<file path="config.mk">
export PLATFORM = sky130hd
export DESIGN_NAME = direct_form_one_iir_filter_unit
export DESIGN_NICKNAME = d
export VERILOG_FILES = /design/src/rtl/dfiir_pkg.sv /design/src/rtl/direct_form_one_iir_filter_unit.sv
export SDC_FILE = /design/constraint.sdc
export NUM_CORES = 1
export LEC_CHECK = 0
export ABC_AREA = 1
export ABC_CLOCK_PERIOD_IN_PS = 10900
export BUFFER_PORTS_ARGS = -buffer_cell sky130_fd_sc_hd__buf_2
export CAP_MARGIN = 10
export CORE_ASPECT_RATIO = 1.4
export CORE_MARGIN = 3
export CORE_UTILIZATION = 43
export DETAILED_ROUTE_END_ITERATION = 6
export GPL_TIMING_DRIVEN = 0
export SYNTH_ARGS = -nofsm -noshare
export SYNTH_HDL_FRONTEND = slang
export SYNTH_SLANG_ARGS = --single-unit
</file>
<file path="constraint.sdc">
create_clock -name clock -period 10.9 [get_ports clock]
set_clock_uncertainty 0.15 [all_clocks]
set_input_delay 0.545 -clock clock [delete_from_list [all_inputs] [get_ports clock]]
set_output_delay 0.545 -clock clock [all_outputs]
set_load 0.01 [all_outputs]
</file>
<file path="src/rtl/dfiir_pkg.sv">
`timescale 1ns / 1ps

package dfiir_pkg;

   localparam int SAMPLE_W   = 16;
   localparam int COEF_W     = 16;
   localparam int PROD_W     = SAMPLE_W + COEF_W;
   localparam int NUM_REGS   = 7;
   localparam int NUM_FF     = 4;
   localparam int REG_IDX_W  = 3;
   localparam int ROUND_SHIFT = 14;

   typedef logic signed [SAMPLE_W-1:0] sample_type;
   typedef logic signed [COEF_W-1:0]   coef_type;
   typedef logic signed [PROD_W-1:0]   prod_type;
   typedef logic [REG_IDX_W-1:0]       reg_idx_type;

   localparam reg_idx_type REG_COEF_B0 = 3'd0;
   localparam reg_idx_type REG_COEF_B1 = 3'd1;
   localparam reg_idx_type REG_COEF_B2 = 3'd2;
   localparam reg_idx_type REG_COEF_B3 = 3'd3;
   localparam reg_idx_type REG_COEF_A1 = 3'd4;
   localparam reg_idx_type REG_COEF_A2 = 3'd5;
   localparam reg_idx_type REG_COEF_A3 = 3'd6;

   localparam coef_type COEF_B0_RESET = 16'sd16384;

   localparam sample_type SAMPLE_MAX = 16'sh7fff;
   localparam sample_type SAMPLE_MIN = 16'sh8000;

endpackage

</file>
<file path="src/rtl/direct_form_one_iir_filter_unit.sv">
`timescale 1ns / 1ps

// Direct-form-I IIR filter with one shared 16x16 multiplier.
// req_ channel: one beat carries req_sample_in (signed Q1.15). req_stall is
// high while a sample is being filtered, so one sample is in flight at once.
// rsp_ channel: one beat carries rsp_sample_out (signed Q1.15), rounded half
// up and saturated. The result sits in an output register; the next request
// is taken while it waits, and the filter holds its finished sum until the
// register frees up.
// The sample runs through the shared multiply-accumulate one tap at a time
// (2*HALF_TAPS-1 taps), then a step drains the product register and a step
// rounds and saturates. A new request is taken only once the last result
// has been committed to the output register. While the receiver stalls, the
// next sample runs on to the round step and holds there, and req_stall stays
// high until the output register frees up.
// csr_ port: write coefficient csr_index (b0..b3, a1..a3, Q2.14) whenever
// csr_write_enable is high; indexes past the list are dropped. Write only
// while idle.
// Reset: synchronous; clears both histories and the write index, loads
// b0 = 1.0 and all other coefficients to zero, and drops any pending result.
module direct_form_one_iir_filter_unit
   import dfiir_pkg::*;
#(
   parameter int HALF_TAPS = 4
) (
   input  logic        clock,
   input  logic        reset,
   input  logic        req_valid,
   output logic        req_stall,
   input  sample_type  req_sample_in,
   output logic        rsp_valid,
   input  logic        rsp_stall,
   output sample_type  rsp_sample_out,
   input  logic        csr_write_enable,
   input  reg_idx_type csr_index,
   input  coef_type    csr_data
);

   localparam int IDX_W   = (HALF_TAPS > 2) ? $clog2(HALF_TAPS) : 1;
   localparam int BACK_W  = IDX_W + 2;
   localparam int STEPS   = 2 * HALF_TAPS - 1;
   localparam int STEP_W  = $clog2(STEPS);
   localparam int ACC_W   = PROD_W + 4;
   localparam int Q_W     = ACC_W - ROUND_SHIFT;

   localparam logic [1:0] ST_IDLE  = 2'd0;
   localparam logic [1:0] ST_MAC   = 2'd1;
   localparam logic [1:0] ST_DRAIN = 2'd2;
   localparam logic [1:0] ST_ROUND = 2'd3;

   localparam logic [STEP_W-1:0] LAST_STEP = STEP_W'(STEPS - 1);
   localparam logic [STEP_W-1:0] STEP_H    = STEP_W'(HALF_TAPS);
   localparam logic [IDX_W-1:0]  LAST_IDX  = IDX_W'(HALF_TAPS - 1);
   localparam logic signed [ACC_W-1:0] ROUND_BIAS = ACC_W'(1 << (ROUND_SHIFT - 1));

   logic [1:0]        state_ff, state_in;
   logic [STEP_W-1:0] step_ff, step_in;
   logic [IDX_W-1:0]  wi_ff;
   coef_type          coef_ff [NUM_REGS];
   sample_type        xhist_ff [HALF_TAPS];
   sample_type        yhist_ff [HALF_TAPS];
   prod_type          prod_ff;
   logic              prod_valid_ff;
   logic signed [ACC_W-1:0] acc_ff;
   logic              rsp_valid_ff;
   sample_type        rsp_sample_ff;

   logic              req_accept;
   logic              rsp_free;
   logic              is_ff_tap;
   logic [STEP_W-1:0] tap_k;
   logic [BACK_W-1:0] back_raw;
   logic [BACK_W-1:0] back_mod;
   logic [IDX_W-1:0]  back_idx;
   reg_idx_type       coef_idx;
   coef_type          coef_sel;
   sample_type        hist_sel;
   prod_type          prod_in;
   logic signed [ACC_W-1:0] acc_rnd;
   logic signed [Q_W-1:0]   q_val;
   sample_type        sat_val;

   assign req_stall  = (state_ff != ST_IDLE);
   assign req_accept = req_valid && !req_stall;
   assign rsp_free   = !rsp_valid_ff || !rsp_stall;
   assign rsp_valid      = rsp_valid_ff;
   assign rsp_sample_out = rsp_sample_ff;

   // tap select: feedforward taps first, then feedback taps 1..H-1
   always_comb begin
      is_ff_tap = (step_ff < STEP_H);
      tap_k     = is_ff_tap ? step_ff : (step_ff - STEP_H + STEP_W'(1));
      back_raw  = BACK_W'(wi_ff) + BACK_W'(HALF_TAPS) - BACK_W'(tap_k);
      back_mod  = (back_raw >= BACK_W'(HALF_TAPS)) ? (back_raw - BACK_W'(HALF_TAPS))
                                                    : back_raw;
      back_idx  = back_mod[IDX_W-1:0];
      coef_idx  = is_ff_tap ? REG_IDX_W'(step_ff)
                            : REG_IDX_W'(REG_IDX_W'(step_ff) + REG_IDX_W'(NUM_FF)
                                         - REG_IDX_W'(HALF_TAPS));
      coef_sel  = coef_ff[coef_idx];
      hist_sel  = is_ff_tap ? xhist_ff[back_idx] : yhist_ff[back_idx];
      prod_in   = coef_sel * hist_sel;
   end

   always_comb begin
      acc_rnd = acc_ff + ROUND_BIAS;
      q_val   = Q_W'(acc_rnd >>> ROUND_SHIFT);
      if (q_val > Q_W'(SAMPLE_MAX)) begin
         sat_val = SAMPLE_MAX;
      end else if (q_val < Q_W'(SAMPLE_MIN)) begin
         sat_val = SAMPLE_MIN;
      end else begin
         sat_val = SAMPLE_W'(q_val);
      end
   end

   always_comb begin
      state_in = state_ff;
      step_in  = step_ff;
      unique case (state_ff)
         ST_IDLE: begin
            if (req_accept) begin
               state_in = ST_MAC;
               step_in  = '0;
            end
         end
         ST_MAC: begin
            if (step_ff == LAST_STEP) begin
               state_in = ST_DRAIN;
            end else begin
               step_in = step_ff + STEP_W'(1);
            end
         end
         ST_DRAIN: begin
            state_in = ST_ROUND;
         end
         ST_ROUND: begin
            if (rsp_free) begin
               state_in = ST_IDLE;
            end
         end
         default: begin
            state_in = ST_IDLE;
         end
      endcase
   end

   always_ff @(posedge clock) begin
      if (reset) begin
         state_ff      <= ST_IDLE;
         step_ff       <= '0;
         wi_ff         <= '0;
         prod_valid_ff <= 1'b0;
         rsp_valid_ff  <= 1'b0;
         for (int i = 0; i < NUM_REGS; i++) begin
            coef_ff[i] <= (i == int'(REG_COEF_B0)) ? COEF_B0_RESET : '0;
         end
         for (int i = 0; i < HALF_TAPS; i++) begin
            xhist_ff[i] <= '0;
            yhist_ff[i] <= '0;
         end
      end else begin
         state_ff      <= state_in;
         step_ff       <= step_in;
         prod_valid_ff <= (state_ff == ST_MAC);

         if (csr_write_enable && (csr_index <= REG_COEF_A3)) begin
            coef_ff[csr_index] <= csr_data;
         end

         if (req_accept) begin
            xhist_ff[wi_ff] <= req_sample_in;
         end

         // commit: store result, advance write index, load response
         if ((state_ff == ST_ROUND) && rsp_free) begin
            yhist_ff[wi_ff] <= sat_val;
            wi_ff           <= (wi_ff == LAST_IDX) ? '0 : (wi_ff + IDX_W'(1));
            rsp_valid_ff    <= 1'b1;
         end else if (rsp_valid_ff && !rsp_stall) begin
            rsp_valid_ff <= 1'b0;
         end
      end
   end

   always_ff @(posedge clock) begin
      prod_ff <= prod_in;
      if (req_accept) begin
         acc_ff <= '0;
      end else if (prod_valid_ff) begin
         acc_ff <= acc_ff + ACC_W'(prod_ff);
      end
      if ((state_ff == ST_ROUND) && rsp_free) begin
         rsp_sample_ff <= sat_val;
      end
   end

`ifndef SYNTHESIS
   a_fixed_latency: assert property (@(posedge clock) disable iff (reset)
      req_accept |-> ##(2*HALF_TAPS+1) (state_ff == ST_ROUND))
      else $error("round step not reached at fixed latency");

   a_commit: assert property (@(posedge clock) disable iff (reset)
      ((state_ff == ST_ROUND) && rsp_free) |=> (rsp_valid_ff && (state_ff == ST_IDLE)
                                                && (wi_ff != $past(wi_ff)
                                                    || HALF_TAPS == 1)))
      else $error("commit did not load response or advance write index");

   a_prod_window: assert property (@(posedge clock) disable iff (reset)
      prod_valid_ff |-> ((state_ff == ST_MAC) || (state_ff == ST_DRAIN)))
      else $error("product accumulated outside tap sweep");

   a_no_overwrite: assert property (@(posedge clock) disable iff (reset)
      (rsp_valid_ff && rsp_stall) |=> $stable(rsp_sample_ff) || !rsp_valid_ff)
      else $error("pending response overwritten");
`endif

endmodule
</file>
==> results.json <==
{
  "worstPathRequired_ns": 11.16,
  "min_period_ns": 9.854,
  "n_antenna_cell": 0,
  "rsz0062_at_grt": "no",
  "worstPathMaxFanout": 10,
  "core_area_um2": 63420,
  "ys.flop_type": "edfxtp_1",
  "htreeDepth": 2,
  "netlist_area_um2": 27710,
  "start_util_pct": 43.70,
  "synth_top_area_share_pct": 27.74,
  "drive_gt1_share_pct": 6.248,
  "wire_per_inst_um": 19.55,
  "tightestPinTransition_ns": 1.242,
  "area_growth_pct": 9.540,
  "status": "complete, no violations",
  "cts.sinks": 349,
  "ys_ff_latch": 349,
  "cts_tree": "built",
  "maxSlewViolCount": 0,
  "first_global_vias": 22873,
  "drt_iter0_markers": 1643,
  "grt_use_total_pct": 25.52,
  "cpMaxStageDelayCell": "fa_1",
  "drv_cap": 0,
  "crit_top_cell": "fa_1",
  "stdcell_area_um2": 30360,
  "max_freq_mhz": 101.5,
  "async_reset_ff_share_pct": 0,
  "reg2reg_setup_slack_ns": 1.05,
  "clockRootBuffer": "clkbuf_16",
  "overflow": 0,
  "synth_edf_count": 256,
  "yosysWarnings": 0,
  "critPathLaunchType": "flip-flop",
  "post_cts_buffers": 0,
  "hp-class": "in2reg",
  "die_w_um": 220.6,
  "setup_violations": 0,
  "nets": 3874,
  "pin_count": 58,
  "layout_worst_path_cycle_share_pct": 90.40,
  "place_area_um2": 29170,
  "yosys-top-cells-area": "edfxtp_1 28%, fa_1 19%, nor2_1 8.8%",
  "die_area_um2": 67570,
  "num_vias": 22141,
  "worst_ep_arrival_time_ns": 10.12,
  "antenna_found_initial": 0,
  "drt_wl_total_um": 84170,
  "fp.dieH_um": 306.4,
  "synth.distinct_cells": 52,
  "core.rowCount": 109,
  "end_kind": "flip-flop",
  "via_per_inst": 5.143,
  "fin_tns_setup_ns": 0,
  "drtAntennaViolNets": 0,
  "grt_pass1_wl_um": 131200,
  "criticalPathCategory": "reg2reg",
  "place_hpwl_um": 67930,
  "yosysSeqAreaShare_pct": 34.46,
  "max_stage_delay_ns": 0.60,
  "syn_area_per_cell_um2": 8.325,
  "gp_congestion": 0.9783,
  "grt_start_max_net_pins": 18,
  "post_cts_resized": 0,
  "synth_area_leader_cell": "edfxtp_1",
  "clock_latency_ns": 0.57,
  "drc": 0,
  "relSlewSlack_pct": 16.63,
  "hold_viol_final": 0,
  "cts_hold_buf": 0,
  "clock_path_buffers": 3,
  "synthCells": 3329,
  "clk_pin_slew_ns": 0.06,
  "numCtsBuffers": 37,
  "portBuffers": 56,
  "first_pass_iters": 5
}
==> registers in the layout, summed over array words and instances (netlist names), 2 cells and up <==
register,flops
yhist_ff,64
acc_ff,36
wi_ff,2
prod_ff,32
coef_ff,128
rsp_sample_out,16
xhist_ff,64
step_ff,3
state_ff,2
==> Yosys cell counts, types with 7 or more instances <==
cell type / number
nor2_1: 652
inv_1: 575
nand2_1: 568
fa_1: 263
edfxtp_1: 256
a21oi_1: 187
o21ai_0: 133
ha_1: 127
nand3_1: 97
dfxtp_1: 93
clkbuf_1: 60
xor2_1: 48
nor3_1: 32
buf_2: 28
nand2_2: 22
xnor2_1: 18
a32o_1: 16
nand4_1: 15
o31ai_1: 15
o21bai_1: 12
a21oi_2: 10
buf_1: 10
clkinv_1: 10
inv_2: 8
a21o_1: 7
==> worst max-delay path, delay by kind of cell, from the launching register on <==
family                     cells  cell delay, ns
DFF                            1            0.33
and+or+nand+nor                8            1.44
AOI/OAI and AO/OA              1            0.39
buffers and inverters         12            2.63
xor gates and xnor gates       2            0.85
adders and majority gates      8            3.88
==> worst paths after layout <==
| check | endpoint | from | depth (start not counted) |
|---|---|---|---|
| hold reg to reg | coef_ff[6][10] | coef_ff[6][10] | 2 |
| setup / recovery | prod_ff[22] | step_ff[0] | 31 |
| setup reg to reg | prod_ff[22] | step_ff[0] | 31 |
| hold / removal | coef_ff[4][7] | csr_data[7] | 3 |
==> logic make-up (layout without fill, tap and decap cells) <==
logic type | Yosys count | in the layout | synth area share [%]
simple gates | 1408 | 1408 | 20.28
buf+inv | 700 | 829 | 9.829
compound gates | 414 | 414 | 8.502
fa+ha+maj | 390 | 390 | 24.73
flops | 349 | 349 | 34.46
xor+xnor | 67 | 67 | 2.185
other cells | 1 | 16 | 0.01353
==> metrics by stage <==
step	setup slack [ns]	hold WS [ns]	utilization (%)	cells
3_3_place_gp	1.013	0.2910	45.87	4232
2_1_floorplan	3.257	0.2746	-	3344
3_5_place_dp	1.025	0.2972	46.00	4237
6_report	1.046	0.1457	47.87	4305
4_1_cts	1.023	0.1133	47.87	4305
5_1_grt	0.5911	0.1502	47.87	4305
==> routing by layer <==
metal | GRT usage, % | part of all wire (%)
met1 | 30.83 | 40
met2 | 45.71 | 51
met3 | 2.687 | 4.2
met4 | 11.39 | 5.0
met5 | 0 | 0
==> cell usage in the layout (no fill, tap or decap), types with 5 or more instances in the layout <==
cell / count
nor2_1: 651
inv_1: 575
nand2_1: 568
fa_1: 263
edfxtp_1: 256
a21oi_1: 187
o21ai_0: 129
ha_1: 127
nand3_1: 97
dfxtp_1: 93
buf_2: 84
clkbuf_1: 66
xor2_1: 48
clkbuf_16: 37
nor3_1: 32
nand2_2: 22
xnor2_1: 18
clkinv_1: 16
a32o_1: 16
conb_1: 16
o31ai_1: 15
nand4_1: 15
o21bai_1: 12
buf_1: 10
a21oi_2: 10
inv_2: 8
o21ai_2: 8
a21o_1: 7
o22ai_1: 6
or2_2: 6
buf_6: 6
a31oi_1: 5
clkinv_2: 5
==> cell type report <==
cell class	count	area (um^2)
Fill cell	6363	33060
Buffer	107	498.0
Clock inverter	22	193.9
Inverter	593	2226
Tap cell	832	1041
Timing Repair Buffer	61	340.3
Clock buffer	46	989.7
Multi-Input combinational cell	2295	15520
Sequential cell	349	9549
Power is not shown: default switching activity piles up to over one toggle a cycle in this logic, so the estimate is an artifact.
